<file path="config.mk">
export PLATFORM = sky130hd
export DESIGN_NAME = lidar_scan_packet_parser_top
export DESIGN_NICKNAME = d
export VERILOG_FILES = /design/src/hw/rtl/lspp_pkg.sv /design/src/hw/rtl/lidar_scan_packet_parser_top.sv /design/src/hw/rtl/lspp_front.sv /design/src/hw/rtl/lspp_queue.sv /design/src/hw/rtl/lspp_back.sv
export SDC_FILE = /design/constraint.sdc
export NUM_CORES = 1
export LEC_CHECK = 0
export BUFFER_PORTS_ARGS = -buffer_cell sky130_fd_sc_hd__buf_2
export CAP_MARGIN = 20
export CORE_UTILIZATION = 30
export DETAILED_ROUTE_END_ITERATION = 16
export PLACE_DENSITY_LB_ADDON = 0.15
export RECOVER_POWER = 50
export SLEW_MARGIN = 5
export SYNTH_ARGS = -nofsm -noshare
export SYNTH_HDL_FRONTEND = slang
export SYNTH_HIERARCHICAL = 1
export SYNTH_SLANG_ARGS = --single-unit
</file>
<file path="constraint.sdc">
create_clock -name clk -period 3.4 [get_ports clk]
set_clock_uncertainty 0.05 [all_clocks]
set_input_delay 0.51 -clock clk [delete_from_list [all_inputs] [get_ports clk]]
set_output_delay 0.51 -clock clk [all_outputs]
set_load 0.005 [all_outputs]
</file>
<file path="src/hw/rtl/lspp_pkg.sv">
// Package for the scan packet parser: phase codes, descriptor bytes,
// the measurement record type and the queue status type.
// No dependencies.
`default_nettype none

package lspp_pkg;

  // Parse phases: the descriptor bytes first, then the five packet bytes.
  localparam logic [3:0] PhHuntFirst = 4'd0;
  localparam logic [3:0] PhHuntLast  = 4'd6;
  localparam logic [3:0] PhWaitStart = 4'd7;
  localparam logic [3:0] PhAngLo     = 4'd8;
  localparam logic [3:0] PhAngHi     = 4'd9;
  localparam logic [3:0] PhDistLo    = 4'd10;
  localparam logic [3:0] PhDistHi    = 4'd11;

  // The phase after the first two descriptor bytes, used when resynchronising.
  localparam logic [3:0] PhHuntThird = 4'd2;

  localparam logic [7:0] HeadByte0 = 8'hA5;
  localparam logic [7:0] HeadByte1 = 8'h5A;

  localparam logic [5:0] MinQualityReset = 6'd5;

  // Queue depth between the parser and the output stage.
  localparam int QueueDepth = 2;
  localparam int QueuePtrW  = $clog2(QueueDepth);
  localparam int QueueCntW  = $clog2(QueueDepth + 1);

  typedef struct packed {
    logic [5:0]  quality;
    logic [14:0] angle_q6;
    logic [15:0] distance;
  } meas_t;

  typedef struct packed {
    logic full;
    logic not_empty;
  } queue_status_t;

  // Expected response descriptor byte for each hunting phase.
  function automatic logic [7:0] descriptor_byte(input logic [2:0] idx);
    logic [7:0] val;
    case (idx)
      3'd0:    val = 8'hA5;
      3'd1:    val = 8'h5A;
      3'd2:    val = 8'h05;
      3'd3:    val = 8'h00;
      3'd4:    val = 8'h00;
      3'd5:    val = 8'h40;
      3'd6:    val = 8'h81;
      default: val = 8'h00;
    endcase
    return val;
  endfunction

endpackage

`default_nettype wire

</file>
<file path="src/hw/rtl/lidar_scan_packet_parser_top.sv">
// Top level of the scan packet parser: parser front end, queue and output
// stage. Depends on lspp_pkg, lspp_front, lspp_queue and lspp_back.
//
// Usage:
//   Input channel (in_valid, in_ready, rx_byte) carries one received byte per
//   request. The parser first hunts for the descriptor A5 5A 05 00 00 40 81,
//   then decodes five-byte measurement packets.
//   Output channel (out_valid, out_ready, quality, angle_q6, distance) carries
//   one measurement per packet whose quality exceeds the threshold.
//   Configuration channel (cfg_valid, cfg_ready, min_quality) writes the
//   threshold; cfg_ready is always high. Write it only while the block is idle.
// Timing:
//   One byte per cycle is accepted while the queue has room. A result passes
//   from the queue entry written at the edge that accepts the last byte of its
//   packet into the result register that drives the output, once that is free.
// Reset:
//   Synchronous rst returns the parser to the hunt for the descriptor, empties
//   the queue and the output register, and sets the threshold to 5.
// Stalls:
//   A two-entry queue and the result register absorb results while out_ready
//   is low; in_ready drops only when the queue is full.
`default_nettype none

module lidar_scan_packet_parser_top (
  input  wire         clk,
  input  wire         rst,
  input  wire         in_valid,
  output logic        in_ready,
  input  wire  [7:0]  rx_byte,
  output logic        out_valid,
  input  wire         out_ready,
  output logic [5:0]  quality,
  output logic [14:0] angle_q6,
  output logic [15:0] distance,
  input  wire         cfg_valid,
  output logic        cfg_ready,
  input  wire  [5:0]  min_quality
);

  lspp_pkg::queue_status_t q_status;
  lspp_pkg::meas_t         push_data;
  lspp_pkg::meas_t         pop_data;
  logic                    push;
  logic                    pop;

  assign cfg_ready = 1'b1;

  // Byte parser.
  lspp_front u_front (
    .clk         (clk),
    .rst         (rst),
    .in_valid    (in_valid),
    .in_ready    (in_ready),
    .rx_byte     (rx_byte),
    .cfg_valid   (cfg_valid),
    .min_quality (min_quality),
    .q_status    (q_status),
    .push        (push),
    .push_data   (push_data)
  );

  // Decoupling queue.
  lspp_queue u_queue (
    .clk       (clk),
    .rst       (rst),
    .push      (push),
    .push_data (push_data),
    .pop       (pop),
    .pop_data  (pop_data),
    .status    (q_status)
  );

  // Result register.
  lspp_back u_back (
    .clk       (clk),
    .rst       (rst),
    .q_status  (q_status),
    .q_data    (pop_data),
    .pop       (pop),
    .out_valid (out_valid),
    .out_ready (out_ready),
    .quality   (quality),
    .angle_q6  (angle_q6),
    .distance  (distance)
  );

endmodule

`default_nettype wire

</file>
<file path="src/hw/rtl/lspp_front.sv">
// Front end of the scan packet parser: takes received bytes, hunts for the
// descriptor, decodes packets and pushes qualifying measurements to the queue.
// Depends on lspp_pkg.
`default_nettype none

module lspp_front (
  input  wire                    clk,
  input  wire                    rst,
  input  wire                    in_valid,
  output logic                   in_ready,
  input  wire  [7:0]             rx_byte,
  input  wire                    cfg_valid,
  input  wire  [5:0]             min_quality,
  input  lspp_pkg::queue_status_t q_status,
  output logic                   push,
  output lspp_pkg::meas_t        push_data
);

  logic [3:0] phase;
  logic [3:0] phase_next;
  logic [3:0] ph_eff;
  logic [5:0] thresh;
  logic [5:0] held_quality;
  logic [5:0] held_quality_next;
  logic [6:0] angle_low_bits;
  logic [6:0] angle_low_bits_next;
  logic [7:0] angle_high_bits;
  logic [7:0] angle_high_bits_next;
  logic [7:0] distance_low_byte;
  logic [7:0] distance_low_byte_next;
  logic       resync_pending;
  logic       resync_pending_next;
  logic       take;

  // A request is taken whenever the queue has room for a possible result.
  assign in_ready = !q_status.full;
  assign take     = in_valid && in_ready;

  // Unused phase codes behave as the first hunting phase.
  assign ph_eff = (phase > lspp_pkg::PhDistHi) ? lspp_pkg::PhHuntFirst : phase;

  // The finished record is built from the held fields and the last byte.
  assign push_data.quality  = held_quality;
  assign push_data.angle_q6 = {angle_high_bits, angle_low_bits};
  assign push_data.distance = {rx_byte, distance_low_byte};

  // Parser state machine.
  always_comb begin
    phase_next             = phase;
    held_quality_next      = held_quality;
    angle_low_bits_next    = angle_low_bits;
    angle_high_bits_next   = angle_high_bits;
    distance_low_byte_next = distance_low_byte;
    resync_pending_next    = resync_pending;
    push                   = 1'b0;
    if (take) begin
      if (ph_eff inside {[lspp_pkg::PhHuntFirst:lspp_pkg::PhHuntLast]}) begin
        if (rx_byte == lspp_pkg::descriptor_byte(ph_eff[2:0])) begin
          phase_next = ph_eff + 4'd1;
        end else begin
          phase_next = ph_eff;
        end
      end else begin
        case (ph_eff)
          lspp_pkg::PhWaitStart: begin
            // A start byte carries a flag and its complement in the low bits.
            if (rx_byte[0] != rx_byte[1]) begin
              held_quality_next   = rx_byte[7:2];
              resync_pending_next = (rx_byte == lspp_pkg::HeadByte0);
              phase_next          = lspp_pkg::PhAngLo;
            end
          end
          lspp_pkg::PhAngLo: begin
            // A5 followed by 5A is taken as the start of a new descriptor.
            if (resync_pending && (rx_byte == lspp_pkg::HeadByte1)) begin
              phase_next = lspp_pkg::PhHuntThird;
            end else begin
              angle_low_bits_next = rx_byte[7:1];
              phase_next          = lspp_pkg::PhAngHi;
            end
            resync_pending_next = 1'b0;
          end
          lspp_pkg::PhAngHi: begin
            angle_high_bits_next = rx_byte;
            phase_next           = lspp_pkg::PhDistLo;
          end
          lspp_pkg::PhDistLo: begin
            distance_low_byte_next = rx_byte;
            phase_next             = lspp_pkg::PhDistHi;
          end
          default: begin
            push       = (held_quality > thresh);
            phase_next = lspp_pkg::PhWaitStart;
          end
        endcase
      end
    end
  end

  // State registers and the quality threshold.
  always_ff @(posedge clk) begin
    if (rst) begin
      phase             <= lspp_pkg::PhHuntFirst;
      thresh            <= lspp_pkg::MinQualityReset;
      held_quality      <= '0;
      angle_low_bits    <= '0;
      angle_high_bits   <= '0;
      distance_low_byte <= '0;
      resync_pending    <= 1'b0;
    end else begin
      phase             <= phase_next;
      held_quality      <= held_quality_next;
      angle_low_bits    <= angle_low_bits_next;
      angle_high_bits   <= angle_high_bits_next;
      distance_low_byte <= distance_low_byte_next;
      resync_pending    <= resync_pending_next;
      if (cfg_valid) begin
        thresh <= min_quality;
      end
    end
  end

endmodule

`default_nettype wire

</file>
<file path="src/hw/rtl/lspp_queue.sv">
// Short measurement queue between the parser and the output stage.
// Depends on lspp_pkg.
`default_nettype none

module lspp_queue (
  input  wire                     clk,
  input  wire                     rst,
  input  wire                     push,
  input  lspp_pkg::meas_t         push_data,
  input  wire                     pop,
  output lspp_pkg::meas_t         pop_data,
  output lspp_pkg::queue_status_t status
);

  lspp_pkg::meas_t                  entries [lspp_pkg::QueueDepth];
  logic [lspp_pkg::QueuePtrW-1:0] wptr;
  logic [lspp_pkg::QueuePtrW-1:0] rptr;
  logic [lspp_pkg::QueueCntW-1:0] count;
  logic                           do_push;
  logic                           do_pop;

  localparam logic [lspp_pkg::QueueCntW-1:0] CountFull =
    lspp_pkg::QueueCntW'(lspp_pkg::QueueDepth);
  localparam logic [lspp_pkg::QueuePtrW-1:0] PtrLast =
    lspp_pkg::QueuePtrW'(lspp_pkg::QueueDepth - 1);

  assign status.full      = (count == CountFull);
  assign status.not_empty = (count != '0);
  assign do_push          = push && !status.full;
  assign do_pop           = pop && status.not_empty;
  assign pop_data         = entries[rptr];

  // Entry storage; payload needs no reset.
  always_ff @(posedge clk) begin
    if (do_push) begin
      entries[wptr] <= push_data;
    end
  end

  // Pointers and fill count.
  always_ff @(posedge clk) begin
    if (rst) begin
      wptr  <= '0;
      rptr  <= '0;
      count <= '0;
    end else begin
      if (do_push) begin
        wptr <= (wptr == PtrLast) ? '0 : wptr + 1'b1;
      end
      if (do_pop) begin
        rptr <= (rptr == PtrLast) ? '0 : rptr + 1'b1;
      end
      if (do_push && !do_pop) begin
        count <= count + 1'b1;
      end else if (do_pop && !do_push) begin
        count <= count - 1'b1;
      end
    end
  end

endmodule

`default_nettype wire

</file>
<file path="src/hw/rtl/lspp_back.sv">
// Output stage of the scan packet parser: a result register fed from the
// queue and drained by the receiver. Depends on lspp_pkg.
`default_nettype none

module lspp_back (
  input  wire                     clk,
  input  wire                     rst,
  input  lspp_pkg::queue_status_t q_status,
  input  lspp_pkg::meas_t         q_data,
  output logic                    pop,
  output logic                    out_valid,
  input  wire                     out_ready,
  output logic [5:0]              quality,
  output logic [14:0]             angle_q6,
  output logic [15:0]             distance
);

  lspp_pkg::meas_t held;

  // Load a new result when the register is empty or being drained.
  assign pop = q_status.not_empty && (!out_valid || out_ready);

  assign quality  = held.quality;
  assign angle_q6 = held.angle_q6;
  assign distance = held.distance;

  always_ff @(posedge clk) begin
    if (pop) begin
      held <= q_data;
    end
  end

  always_ff @(posedge clk) begin
    if (rst) begin
      out_valid <= 1'b0;
    end else if (pop) begin
      out_valid <= 1'b1;
    end else if (out_ready) begin
      out_valid <= 1'b0;
    end
  end

endmodule

`default_nettype wire

</file>
Yosys cells after proc, flatten, opt, wreduce, memory -nomap -nowiden
Memories as Yosys holds them, arrays and structs flattened. A register that Yosys moved wholly into a read port is not among the register bits.
Cells that the tools add are included.
Widths: inputs -> output; s select.
{"block": "word_totals", "n_memories": 1, "ramBits": 74, "in_bits": 19, "register_bits": 45}
{"name": "u_queue.entries", "words": 2, "word_bits": 37, "rd": 1, "rd_clocked_by_memory_dff": 1, "wr": 1, "line_no": "lspp_queue.sv:15", "rtl": "lspp_pkg::meas_t entries [lspp_pkg::QueueDepth];"}
{"block": "op_classes", "n_addsub": 5, "n_mux": 22, "bitwise_logic": 2, "n_eq_ne": 15, "n_reduce_logical": 25, "n_lt_le_gt_ge": 4}
{"cell": "$pmux 8 s5", "count": 1}
{"cell": "$mux 4", "count": 5}
{"cell": "$mux 8", "count": 2}
{"cell": "$pmux 4 s4", "count": 1}
{"cell": "$eq 4x4->1 const B", "count": 3}
{"cell": "$reduce_and 4->1", "count": 3}
{"cell": "$mux 1", "count": 10}
{"cell": "$eq 8x7->1 const B", "count": 1}
{"cell": "$eq 8x8->1", "count": 1}
{"cell": "$eq 8x8->1 const B", "count": 1}
{"cell": "$logic_and 1x1->1", "count": 8}
{"cell": "$reduce_bool 2->1", "count": 4}
{"cell": "$eq 3x3->1 const B", "count": 2}
{"cell": "$gt 6x6->1", "count": 1}
{"cell": "$reduce_and 3->1", "count": 2}
{"cell": "$add 4x1->4 const B", "count": 1}
{"cell": "$eq 4x3->1 const B", "count": 1}
{"cell": "$ge 4x1->1 const B", "count": 1}
{"cell": "$gt 4x4->1 const B", "count": 1}
{"cell": "$le 4x3->1 const B", "count": 1}
{"cell": "$logic_not 1->1", "count": 4}
{"cell": "$mux 2", "count": 2}
{"cell": "$reduce_or 4->1", "count": 1}
{"cell": "$eq 3x1->1 const B", "count": 1}
{"cell": "13 further kinds", "count": 15}

Logic depth before layout (Yosys ltp)
Gate-level depths: netlist of run 1.
{"block": "logic_depth", "word_depth": 12, "mapped_depth": 14}

Hierarchy
Netlist of run 1, hierarchy kept.
{"mod": "lspp_queue", "instances": 1, "cells_each": 140, "area_each_um2": 2886.5}
{"mod": "lspp_front", "instances": 1, "cells_each": 255, "area_each_um2": 2197.1}
{"mod": "lspp_back", "instances": 1, "cells_each": 42, "area_each_um2": 1166.1}
{"mod": "lidar_scan_packet_parser_top", "instances": 1, "cells_each": 2, "area_each_um2": 11.3}

Least setup slack after synthesis of run 1
OpenSTA, ideal clock, no wires.
{"block": "synth_timing", "path_type": "register to register", "start": "register u_front.phase[2]", "end": "memory u_queue/entries[0][0] in the netlist's numbering (enable)", "setup_time_ps": 392, "setup_slack_ps": 149, "required_time_ps": 2958, "path_stages_with_launch": 12, "synth_period_minus_slack_ps": 3251, "arrival_time_ps": 2810, "n_path_buf": 1, "path_cell_list": "dfxtp_1 > buf_2 > nand2_1 > nand2_1 > inv_1 > ha_1 > o22a_1 > a211oi_1 > o2111a_1 > inv_1 > or3_1 > inv_1"}
{"block": "synth_via", "elab_chain_cells": 10, "word_cells_on_any_way": 16, "classes_between": "3 x order compare; 4 x eq/ne; 6 x mux; 3 x reduce/logical"}
{"item": "start: declaration", "line_no": "lspp_front.sv:19", "rtl": "logic [3:0] phase;"}
{"item": "start signal: assignment", "line_no": "lspp_front.sv:103", "rtl": "phase <= lspp_pkg::PhHuntFirst;"}
{"item": "start signal: assignment", "line_no": "lspp_front.sv:111", "rtl": "phase <= phase_next;"}
{"item": "$gt 4x4->1", "line_no": "lspp_front.sv:40", "rtl": "assign ph_eff = (phase > lspp_pkg::PhDistHi) ? lspp_pkg::PhHuntFirst : phase;"}
{"item": "$mux 4 *", "line_no": "lspp_front.sv:40"}
{"item": "$eq 4x3->1 / $eq 4x4->1 (equally long branches)", "line_no": "lspp_front.sv:64", "rtl": "case (ph_eff)"}
{"item": "$reduce_or 4->1 (no line)"}
{"item": "$mux 1", "line_no": "lspp_front.sv:64"}
{"item": "$mux 1 *", "line_no": "lspp_front.sv:57", "rtl": "if (ph_eff inside {[lspp_pkg::PhHuntFirst:lspp_pkg::PhHuntLast]}) begin"}
{"item": "$mux 1 *", "line_no": "lspp_front.sv:56", "rtl": "if (take) begin"}
{"item": "net push", "line_no": "lidar_scan_packet_parser_top.sv:43", "rtl": "logic push;"}
{"item": "$logic_and 1x1->1 *", "line_no": "lspp_queue.sv:29", "rtl": "assign do_push = push && !status.full;"}
{"item": "$mux 1 *", "line_no": "lspp_queue.sv:35", "rtl": "if (do_push) begin"}
{"item": "$mux 1 (not written as such) *", "line_no": "lspp_queue.sv:36", "rtl": "entries[wptr] <= push_data;"}
{"item": "end: declaration", "line_no": "lspp_queue.sv:15"}
The timed path passes the listed nets; every way through them passes the cells marked *.

Worst setup path in the final report of run 1
{"block": "layout_timing", "start": "register u_front.phase[2]", "end": "memory u_queue/entries[0][5] in the netlist's numbering (enable)"}
Same word-level chain as after synthesis.

==> flow_summary_export.csv, run 1 <==
group,metric,value,unit
outcome,status,"complete, but fails checks",
outcome,violations,"capacitance limit, slew limit",
worst_setup_path,worstPathCellList,"nand2_1 -> nand2_1 -> inv_1 -> ha_1 -> o22a_1 -> a211oi_1 -> o2111a_1 -> inv_1 -> or3_1 -> inv_1 -> buf_6",
logic_synthesis,synth_top_area_share,53.2,%
logic_synthesis,syn-cell-area,6260,µm²
worst_setup_path,slowest_stage,"dfxtp_1",
floorplanning,dieArea,21500,µm²
detailed_routing,routed_wl,12000,µm
finish,fillers,1976,
worst_setup_path,critPathCaptureType,"flip-flop",
clock_tree,path_clk_slew,60,ps
global_routing,grt-ovfl-total,0,
sta,finalSetupTns,0,ps
global_routing,grt_usage,12.2,%
sta,post-route-min-period,3100,ps
floorplanning,die_h,146,µm
clock_tree,htreeDepth,4,
logic_synthesis,ys_ff_latch,157,
hold_path,hold_path.class,"in -> reg",
clock_tree,cts_buffer_depth,2,
floorplanning,design.core.area,20400,µm²
worst_setup_path,start_kind,"flip-flop",
detailed_routing,dr.pass1.iters,5,
floorplanning,io_pins,59,
logic_synthesis,yosys_warnings,6,
clock_tree,postCtsSetupBuffers,0,
global_routing,antenna_found_initial,0,
sta,hold_viol_final,0,
finish,final_util,36.3,%
worst_setup_path,path_max_fanout,24,
placed_design,gp_congestion,0.782,
worst_setup_path,path_common_cell,"inv_1",
clock_tree,clk_latency,420,ps
power_and_ir_drop,vdd_drop_max,0.335,mV
detailed_routing,drt_iter0_markers,240,
placed_design,dp_hpwl,7710,µm
clock_tree,post_cts_resized,0,
sta,tightest_slew,2310,ps
power_and_ir_drop,p_leak,2.87,nW
detailed_routing,wire_per_inst,15.5,µm
logic_synthesis,yosys.area.top_type,"edfxtp_1",
detailed_routing,vias_per_cell,4.45,
worst_setup_path,critPathArrivalTime,3140,ps
sta,relSlewSlack,-53.8,%
clock_tree,root_buffer,"clkbuf_16",
logic_synthesis,synthesis.nets,472,
finish,multiInputGateArea,1780,µm²
logic_synthesis,synth_edf_count,111,
clock_tree,hold_buffers,0,
power_and_ir_drop,power_density,559,nW/µm²
worst_setup_path,cp.required,3450,ps
clock_tree,numCtsBuffers,17,
clock_tree,clock-sinks,157,
floorplanning,initial_core_util,30.7,%
sta,fmax,323,MHz
global_routing,grt_max_degree,38,
sta,finalSetupViolCount,0,
detailed_routing,drtAntennaViolNets,0,
floorplanning,die_w,146,µm
global_routing,grt_pass1_wl,19500,µm
sta,fin_crit_sh,91.0,%
finish,seqCellArea,4250,µm²
logic_synthesis,ys.flop_type,"edfxtp_1",
placed_design,place.port_buffers,57,
finish,diodes,0,
floorplanning,rows,52,
finish,areaGrowthSynthToFinish,18.0,%
logic_synthesis,synth.area.top_cells,"edfxtp_1 (53%), dfxtp_1 (15%), mux2_2 (6.7%)",
sta,drv_slew,76,
run,cap_violations,2,
worst_setup_path,max_stage_delay,490,ps
logic_synthesis,synthArstFlopShare,0,%
logic_synthesis,syn_avg_cell_area,14.3,µm²
detailed_routing,vias,3462,
worst_setup_path,worstSetupPathType,"reg -> reg",
logic_synthesis,seq_area_frac_synth,67.9,%
sta,rsz0062_at_grt,"no",
finish,drive_above_1_share,22.4,%
global_routing,grt_pass1_vias,3548,
logic_synthesis,synth.distinct_cells,56,
finish,nets,528,
clock_tree,cts_tree,"yes",
logic_synthesis,postSynthCellCount,439,
detailed_routing,drc_errors,0,
## cell families after synthesis
kind of cell | after synthesis | share of synthesized area (%)
AOI/OAI and AO/OA | 41 | 4.52
xor gates and xnor gates | 7 | 0.979
adders and majority gates | 14 | 2.80
buffers and inverters | 46 | 3.68
DFF | 157 | 67.9
muxes | 69 | 11.8
other | 1 | 0.0599
and+or+nand+nor | 104 | 8.25
## where the power goes
group	switching (W)	internal, W	total, W
Combinational	0.0000678	0.0000323	0.000100
Clock	0.000746	0.00125	0.00199
Sequential	0.00000353	0.00203	0.00203
Total	0.000817	0.00331	0.00413
## sequential cells by signal (all words and copies together) (netlist names), named ones only
register and flops:
u_front/resync_pending 1, u_queue/entries 74, u_back/out_valid 1, u_back/quality 6
u_front/angle_high_bits 8, u_front/phase 4, u_front/angle_low_bits 7, u_back/angle_q6 15
u_back/distance 16, u_queue/rptr 1, u_queue/count 2, u_front/held_quality 6
u_front/thresh 6, u_queue/wptr 1, u_front/distance_low_byte 8
## through the flow
stage,hold slack (ps),total power (W),std cells,setup slack (ps),area [µm²]
6_report,262,0.00413,778,305,7390
5_1_grt,265,0.00428,778,49.0,7390
4_1_cts,239,0.00419,778,222,7420
3_5_place_dp,390,0.00218,746,255,6790
3_3_place_gp,383,0.00218,746,290,6790
2_1_floorplan,375,0.00214,439,149,6260
## layout make-up
cell class | instances | share of cell area [%]
clock buffer | 18 | 5.94
clock inverter | 14 | 2.56
inverter | 19 | 0.965
multi-input combinational | 236 | 24.0
sequential | 157 | 57.6
tap | 270 | 4.57
timing repair buffer | 64 | 4.35
## synth_stat cells (all sizes together), types with 2 or more instances
cell type  number
a31oi           2
nand4b          2
ha             14
nor2           50
nor2b           4
a211oi          2
nor3            5
nand2b          3
dfxtp          46
mux2i          32
nand2          17
and3            2
a21oi          11
nor4            4
xnor2           3
xor2            4
o211ai          3
o32ai           2
nand3           4
inv            19
edfxtp        111
o21ai          10
buf            20
or3             3
mux2           37
and2            2
clkbuf          7
## final timing paths
path	startpoint	endpoint	slack [ps]	cells after the start
worst max-delay path	u_front/phase[2]	u_queue/entries[0][5]	300	11
worst min-delay path	min_quality[0]	u_front/thresh[0]	260	3
worst max register to register	u_front/phase[2]	u_queue/entries[0][5]	300	11
worst min register to register	u_front/angle_low_bits[4]	u_queue/entries[0][20]	400	0
## routing by layer
layer / vias up / GRT usage [%] / wire (µm)
met5: - / 0 / 0
met4: 0 / 4.64 / 191
met3: 12 / 3.44 / 442
met2: 69 / 19.9 / 5900
met1: 1675 / 15.2 / 5510
li1: 1706 / - / -
## layout by cell type (no fill, tap or decap), types with 4 or more instances in the layout
cell / synthesis / final
o21ai_0: 9 / 9
mux2_1: 0 / 5
clkbuf_16: 0 / 17
ha_1: 14 / 14
clkbuf_1: 7 / 22
inv_1: 19 / 19
bufinv_16: 0 / 4
dfxtp_1: 46 / 46
nand3_1: 4 / 4
nor3_1: 5 / 5
mux2_2: 37 / 32
edfxtp_1: 111 / 111
mux2i_1: 32 / 32
nor2_1: 50 / 50
nand2_1: 17 / 17
buf_2: 4 / 37
xor2_1: 4 / 4
a21oi_1: 10 / 10
## worst max-delay path, delay by kind of cell (launching register included)
family,cells,cell delay [ps]
adders and majority gates,1,260
buffers and inverters,4,510
and+or+nand+nor,3,690
DFF,1,490
AOI/OAI and AO/OA,3,760
(Power assumes the default switching activity.)
==> inputs of run 2 (changes only) <==
==> constraint.sdc (replaced) <==
create_clock -name clk -period 3.4 [get_ports clk]
set_clock_uncertainty 0.05 [all_clocks]
set_input_delay 0.51 -clock clk [delete_from_list [all_inputs] [get_ports clk]]
set_output_delay 0.51 -clock clk [all_outputs]
set_load 0.01 [all_outputs]
==> run 2 against run 1 <==
Compared with the run above:
- the flow still finishes with violations (capacitance limit, slew limit)
- final cell count unchanged
- global-route usage unchanged
- flip-flop and latch count unchanged
- clock-buffer cell count unchanged
- clock power about the same
- critical path type unchanged
==> flow_summary_export.csv, run 2 (synthesis results as in run 1) <==
group,metric,value,unit
outcome,status,"complete, but fails checks",
outcome,violations,"capacitance limit, slew limit",
clock_tree,hold_buffers,0,
worst_setup_path,critPathBufInv,4,
worst_setup_path,cpLargestDelayFamily,"compound AO/OA/AOI/OAI gates",
placed_design,place.port_buffers,57,
worst_setup_path,worstPathCellList,"nand2_1 -> nand2_1 -> inv_1 -> ha_1 -> o22a_1 -> a211oi_1 -> o2111a_1 -> inv_1 -> or3_1 -> inv_1 -> buf_6",
detailed_routing,drt_iter0_markers,247,
worst_setup_path,worstSetupPathType,"reg -> reg",
detailed_routing,dr.pass1.iters,4,
sta,relSlewSlack,-54.1,%
finish,areaGrowthSynthToFinish,17.5,%
global_routing,antenna_found_initial,0,
worst_setup_path,r2r-end,"u_queue/entries[0][5]",
floorplanning,die_w,146,µm
worst_setup_path,slowest_stage,"dfxtp_1",
power_and_ir_drop,power,0.00413,W
worst_setup_path,reg2reg_slack,300,ps
detailed_routing,drtAntennaViolNets,0,
global_routing,grt_max_degree,38,
detailed_routing,routed_wl,12100,µm
sta,fin_crit_sh,91.2,%
worst_setup_path,path_common_cell,"inv_1",
finish,final_cell_mix,"edfxtp_1 (111), clkbuf_1 (50), nor2_1 (50)",
global_routing,grt_pass1_vias,3548,
sta,whs,262,ps
global_routing,grt_pass1_wl,19500,µm
worst_setup_path,start_kind,"flip-flop",
power_and_ir_drop,intPower,0.00331,W
sta,rsz0062_at_grt,"no",
clock_tree,path_clk_slew,60,ps
worst_setup_path,r2r_cells,11,
worst_setup_path,cp.depth,11,
power_and_ir_drop,seq_power_share,49.2,%
finish,fillers,1981,
sta,finalSetupTns,0,ps
floorplanning,die_h,146,µm
worst_setup_path,path_max_fanout,24,
sta,finalSetupViolCount,0,
detailed_routing,wire_per_inst,15.5,µm
sta,tightest_slew,2310,ps
power_and_ir_drop,power_frac_comb,2.4,%
worst_setup_path,crit_end,"u_queue/entries[0][5]",
worst_setup_path,r2r-start,"u_front/phase[2]",
detailed_routing,drc_errors,0,
placed_design,dp.cells,746,
sta,drv_slew,76,
power_and_ir_drop,p_leak,2.79,nW
placed_design,gp_congestion,0.782,
power_and_ir_drop,vdd_drop_max,0.336,mV
finish,top_register,"u_queue/entries",
global_routing,grt_usage,12.2,%
placed_design,dp_hpwl,7710,µm
finish,mostFrequentLayoutCell,"edfxtp_1",
finish,nets,528,
clock_tree,clock-sinks,157,
clock_tree,numCtsBuffers,17,
finish,diodes,0,
clock_tree,root_buffer,"clkbuf_16",
power_and_ir_drop,switching_share,19.8,%
clock_tree,cts_buffer_depth,2,
floorplanning,io_pins,59,
detailed_routing,vias,3460,
floorplanning,design.core.area,20400,µm²
sta,fmax,323,MHz
worst_setup_path,cp-startpoint,"u_front/phase[2]",
global_routing,grt-ovfl-total,0,
sta,post-route-min-period,3100,ps
finish,drive_above_1_share,16.9,%
worst_setup_path,cp.required,3450,ps
detailed_routing,vias_per_cell,4.45,
clock_tree,clk_latency,420,ps
finish,largest_register_ffs,74,
floorplanning,dieArea,21500,µm²
sta,hold_viol_final,0,
finish,final_util,36.1,%
worst_setup_path,critPathArrivalTime,3150,ps
finish,final_cells,778,
clock_tree,htreeDepth,4,
floorplanning,rows,52,
hold_path,hold_path.class,"in -> reg",
run,cap_violations,2,
clock_tree,postCtsSetupBuffers,0,
worst_setup_path,max_stage_delay,490,ps
floorplanning,initial_core_util,30.7,%
clock_tree,cts_tree,"yes",
power_and_ir_drop,power_density,562,nW/µm²
power_and_ir_drop,p_sw,0.000819,W
worst_setup_path,critPathCaptureType,"flip-flop",
power_and_ir_drop,p_clk_share,48.3,%
[run 2: how the worst min path moves through the flow]
stage / startpoint / endpoint / depth (start not counted)
floorplan: u_front/angle_low_bits[0] / u_queue/entries[0][16] / 0
global placement: u_front/distance_low_byte[7] / u_queue/entries[1][7] / 0
detailed placement: u_front/angle_low_bits[5] / u_queue/entries[0][21] / 0
CTS: min_quality[0] / u_front/thresh[0] / 3
global route: min_quality[0] / u_front/thresh[0] / 3
finish: min_quality[0] / u_front/thresh[0] / 3
[run 2: layout make-up]
cell class,count,area [µm²],share of cell area (%)
clock buffer,18,439,5.97
clock inverter,14,189,2.57
inverter,19,71.3,0.970
multi-input combinational,236,1780,24.2
sequential,157,4250,57.8
tap,270,338,4.59
timing repair buffer,64,287,3.90
[run 2: power groups by stage]
stage / Sequential [W] / Combinational (W) / Clock, W
after CTS: 0.00203 / 0.000105 / 0.00205
after floorplan: 0.00207 / 0.0000681 / 0
after global placement: 0.00207 / 0.000104 / 0
after detailed placement: 0.00207 / 0.000105 / 0
after global routing: 0.00203 / 0.000111 / 0.00214
final: 0.00203 / 0.000100 / 0.00200
[run 2: layer usage]
metal / global-route usage (%) / part of all wire, % / vias to the layer above
li1: - / - / 1707
met1: 15.2 / 46 / 1677
met2: 19.9 / 49 / 64
met3: 3.44 / 3.7 / 12
met4: 4.64 / 1.6 / 0
met5: 0 / 0 / -
[run 2: through the flow]
| stage | cell area, µm² | worst slack [ps] |
|---|---|---|
| floorplan | 6260 | 149 |
| detailed placement | 6790 | 255 |
| global placement | 6790 | 290 |
| CTS | 7420 | 222 |
| finish | 7350 | 300 |
| global route | 7350 | 49.0 |
[run 2: tightest hold or removal path, stage by stage]
cell	delay, ps
buf_2	80
mux2i_1	60
nand2_1	60
[run 2: what timing repair did]
item | CTS | global route
hold endpoints to repair | 0 | 0
endpoints found under the setup margin | 0 | 24
resized for setup | 0 | 1
==> inputs of run 3 (changes only) <==
SYNTH_HIERARCHICAL = unset   (was 1)
==> run 3 against run 2 <==
Compared with the run above:
- the flow still finishes with violations (capacitance limit, slew limit)
- sequential share of layout area down 0.31 points
- die area down 2.0%
- synthesized area down 2.0%
- clock-buffer cell count unchanged
- clock power up 4%
- sequential power about the same
- non-clock buffer count down 1
- critical path depth down 1
- utilization up 1.1 points
- largest cell class unchanged
==> flow_summary_export.csv, run 3 <==
group,metric,value,unit
outcome,status,"complete, but fails checks",
outcome,violations,"capacitance limit, slew limit",
logic_synthesis,synthAdderAreaFrac,2.85,%
power_and_ir_drop,vdd_drop_max,0.344,mV
worst_setup_path,max_stage_delay,650,ps
logic_synthesis,syn_avg_cell_area,14.3,µm²
placed_design,pre_cts_slack,132,ps
power_and_ir_drop,switching_share,18.6,%
logic_synthesis,ys_ff_latch,156,
hold_path,hold_depth,3,
finish,fillers,1931,
finish,largest_register_ffs,74,
global_routing,grt_pass1_vias,3561,
logic_synthesis,syn-cell-area,6140,µm²
detailed_routing,drt_iter0_markers,180,
placed_design,dpl_cell_area,6770,µm²
worst_setup_path,worstSetupPathType,"reg -> reg",
sta,relSlewSlack,-21.5,%
finish,top_register,"u_queue.entries",
logic_synthesis,postSynthCellCount,430,
floorplanning,rows,51,
clock_tree,cts_tree,"yes",
finish,drive_above_1_share,18.0,%
placed_design,gp_congestion,0.757,
detailed_routing,routed_wl,12100,µm
detailed_routing,vias,3529,
logic_synthesis,synthesis.nets,463,
sta,timing.final.ws_setup,204,ps
worst_setup_path,r2r-end,"u_front.phase[3]",
power_and_ir_drop,power,0.00419,W
floorplanning,io_pins,59,
power_and_ir_drop,power_density,569,nW/µm²
floorplanning,initial_core_util,31.0,%
finish,mostFrequentLayoutCell,"edfxtp_1",
logic_synthesis,synth.distinct_cells,46,
placed_design,dp_hpwl,7650,µm
sta,finalSetupViolCount,0,
logic_synthesis,synth_edf_count,111,
finish,diodes,0,
logic_synthesis,seq_area_frac_synth,69.0,%
worst_setup_path,worstPathCellList,"nand2_1 -> nand2_1 -> inv_1 -> ha_1 -> and2_1 -> a2111oi_0 -> nor3_1 -> or4b_1 -> or3_1 -> a211oi_2",
hold_path,min_to,"u_front.thresh[0]",
logic_synthesis,yosys_warnings,0,
logic_synthesis,synth_top_family_by_area,"multiplexers",
logic_synthesis,synthSimpleGateAreaFrac,7.36,%
logic_synthesis,synth_xor_xnor_area_share,0.999,%
logic_synthesis,yosys.area.top_type,"edfxtp_1",
clock_tree,numCtsBuffers,17,
finish,final_cell_mix,"edfxtp_1 (111), clkbuf_1 (47), dfxtp_1 (43)",
logic_synthesis,synth_top_area_share,54.3,%
worst_setup_path,start_kind,"flip-flop",
worst_setup_path,r2r_cells,10,
floorplanning,dieArea,21000,µm²
logic_synthesis,ys.flop_type,"edfxtp_1",
worst_setup_path,reg2reg_slack,200,ps
detailed_routing,drc_errors,0,
logic_synthesis,yosysMostFrequentCell,"edfxtp_1",
clock_tree,clk_latency,420,ps
detailed_routing,wire_per_inst,15.7,µm
logic_synthesis,synth.area.top_cells,"edfxtp_1 (54%), dfxtp_1 (15%), mux2_2 (7.0%)",
sta,fin_crit_sh,94.0,%
worst_setup_path,critPathCaptureType,"flip-flop",
finish,areaGrowthSynthToFinish,20.0,%
logic_synthesis,synthArstFlopShare,0,%
detailed_routing,drtAntennaViolNets,0,
power_and_ir_drop,power_frac_comb,2.0,%
global_routing,grt_max_degree,39,
global_routing,grt_usage,12.2,%
power_and_ir_drop,intPower,0.00341,W
hold_path,hold_path.class,"in -> reg",
hold_path,hold_start,"min_quality[0]",
sta,tightest_slew,1820,ps
logic_synthesis,synthMuxAreaShare,11.7,%
worst_setup_path,path_max_fanout,10,
power_and_ir_drop,p_clk_share,49.7,%
worst_setup_path,cpLargestDelayFamily,"simple AND/OR/NAND/NOR gates",
clock_tree,cts_buffer_depth,2,
run,cap_violations,1,
power_and_ir_drop,seq_power_share,48.3,%
sta,rsz0062_at_grt,"no",
sta,drv_slew,39,
floorplanning,die_h,145,µm
sta,post-route-min-period,3200,ps
worst_setup_path,r2r-start,"u_front.phase[2]",
worst_setup_path,slowest_stage,"or4b_1",
clock_tree,path_clk_slew,60,ps
global_routing,grt_pass1_wl,19500,µm
finish,nets,526,
floorplanning,die_w,145,µm
worst_setup_path,critPathBufInv,1,
global_routing,antenna_found_initial,0,
clock_tree,htreeDepth,4,
power_and_ir_drop,p_leak,2.79,nW
finish,fin_area,7360,µm²
worst_setup_path,path_common_cell,"nand2_1",
sta,hold_viol_final,0,
placed_design,place.port_buffers,57,
detailed_routing,vias_per_cell,4.58,
sta,fmax,313,MHz
detailed_routing,dr.pass1.iters,6,
clock_tree,clock-sinks,156,
clock_tree,root_buffer,"clkbuf_16",
worst_setup_path,cp.required,3680,ps
logic_synthesis,synth_common_cells,"edfxtp_1 (111), dfxtp_1 (45), nor2_1 (40), mux2_2 (38), mux2i_1 (29)",
worst_setup_path,critPathArrivalTime,3480,ps
logic_synthesis,synth_compound_area_share,5.65,%
power_and_ir_drop,p_sw,0.000777,W
floorplanning,design.core.area,19800,µm²
global_routing,grt-ovfl-total,0,
==> run 3: changes by cell type in the layout (fill, tap and decap cells not counted), moves of 3 or more <==
cell / before / now
a21o_1: 1 / 5
a21oi_1: 10 / 21
clkbuf_1: 50 / 47
dfxtp_1: 46 / 43
inv_1: 19 / 16
inv_6: 3 / 0
mux2_1: 5 / 0
mux2_2: 32 / 38
mux2i_1: 32 / 29
nand2_1: 17 / 20
nor2_1: 50 / 38
nor4_1: 3 / 0
o21ai_0: 9 / 16
==> run 3: cell families after synthesis <==
group,count (synthesis)
other cells,1
mux,67
simple gates,93
xor+xnor,7
compound gates,57
flops,156
buf+inv,35
fa+ha+maj,14
==> run 3: power groups by stage <==
| stage | clock network [W] | logic (W) | registers, W |
|---|---|---|---|
| 6_report | 0.00208 | 0.0000856 | 0.00202 |
| 3_5_place_dp | 0 | 0.0000882 | 0.00206 |
| 2_1_floorplan | 0 | 0.0000514 | 0.00206 |
| 3_3_place_gp | 0 | 0.0000871 | 0.00206 |
| 5_1_grt | 0.00220 | 0.0000954 | 0.00202 |
| 4_1_cts | 0.00213 | 0.0000886 | 0.00202 |
==> run 3: repair_timing <==
action	4_1_cts	5_1_grt
endpoints found under the setup margin	0	1
hold buffers	0	0
gates resized for setup	0	2
setup buffers	0	0
==> run 3: stage by stage <==
stage | setup TNS, ps | cells | hold slack [ps] | util [%]
3_5_place_dp | 0 | 739 | 390 | 34.2
5_1_grt | 0 | 771 | 261 | 37.2
4_1_cts | 0 | 771 | 243 | 37.5
6_report | 0 | 771 | 255 | 37.2
3_3_place_gp | 0 | 739 | 381 | 34.2
2_1_floorplan | -6530 | 430 | 369 | -
==> run 3: metal layers <==
layer / GRT usage, % / vias up / part of all wire, %
li1: - / 1700 / -
met1: 14.6 / 1710 / 43
met2: 19.9 / 98 / 50
met3: 3.36 / 21 / 5.1
met4: 6.70 / 0 / 2.0
met5: 0 / - / 0
==> run 3: worst max path at each step <==
stage | end | from | cells past startpoint | slack (ps)
after floorplan | u_queue.entries[0][0] | u_front.phase[3] | 10 | -90
after detailed placement | u_front.phase[3] | u_front.phase[2] | 9 | 130
after CTS | u_front.phase[3] | u_front.phase[2] | 9 | 100
after global routing | u_front.phase[3] | u_front.phase[3] | 10 | 8
after global placement | u_front.phase[3] | u_front.phase[2] | 10 | 250
final | u_front.phase[3] | u_front.phase[2] | 10 | 200
==> run 3: layout make-up <==
| class | count | area [µm²] | area share (%) |
|---|---|---|---|
| Clock buffer | 18 | 429 | 5.83 |
| Inverter | 16 | 60.1 | 0.816 |
| Sequential cell | 156 | 4240 | 57.5 |
| Multi-Input combinational cell | 239 | 1770 | 24.1 |
| Tap cell | 265 | 332 | 4.50 |
| Clock inverter | 14 | 224 | 3.04 |
| Timing Repair Buffer | 63 | 310 | 4.21 |
==> run 3: worst min-delay path: stages <==
cell,delay (ps)
buf_2,80
mux2i_1,50
nand2_1,50
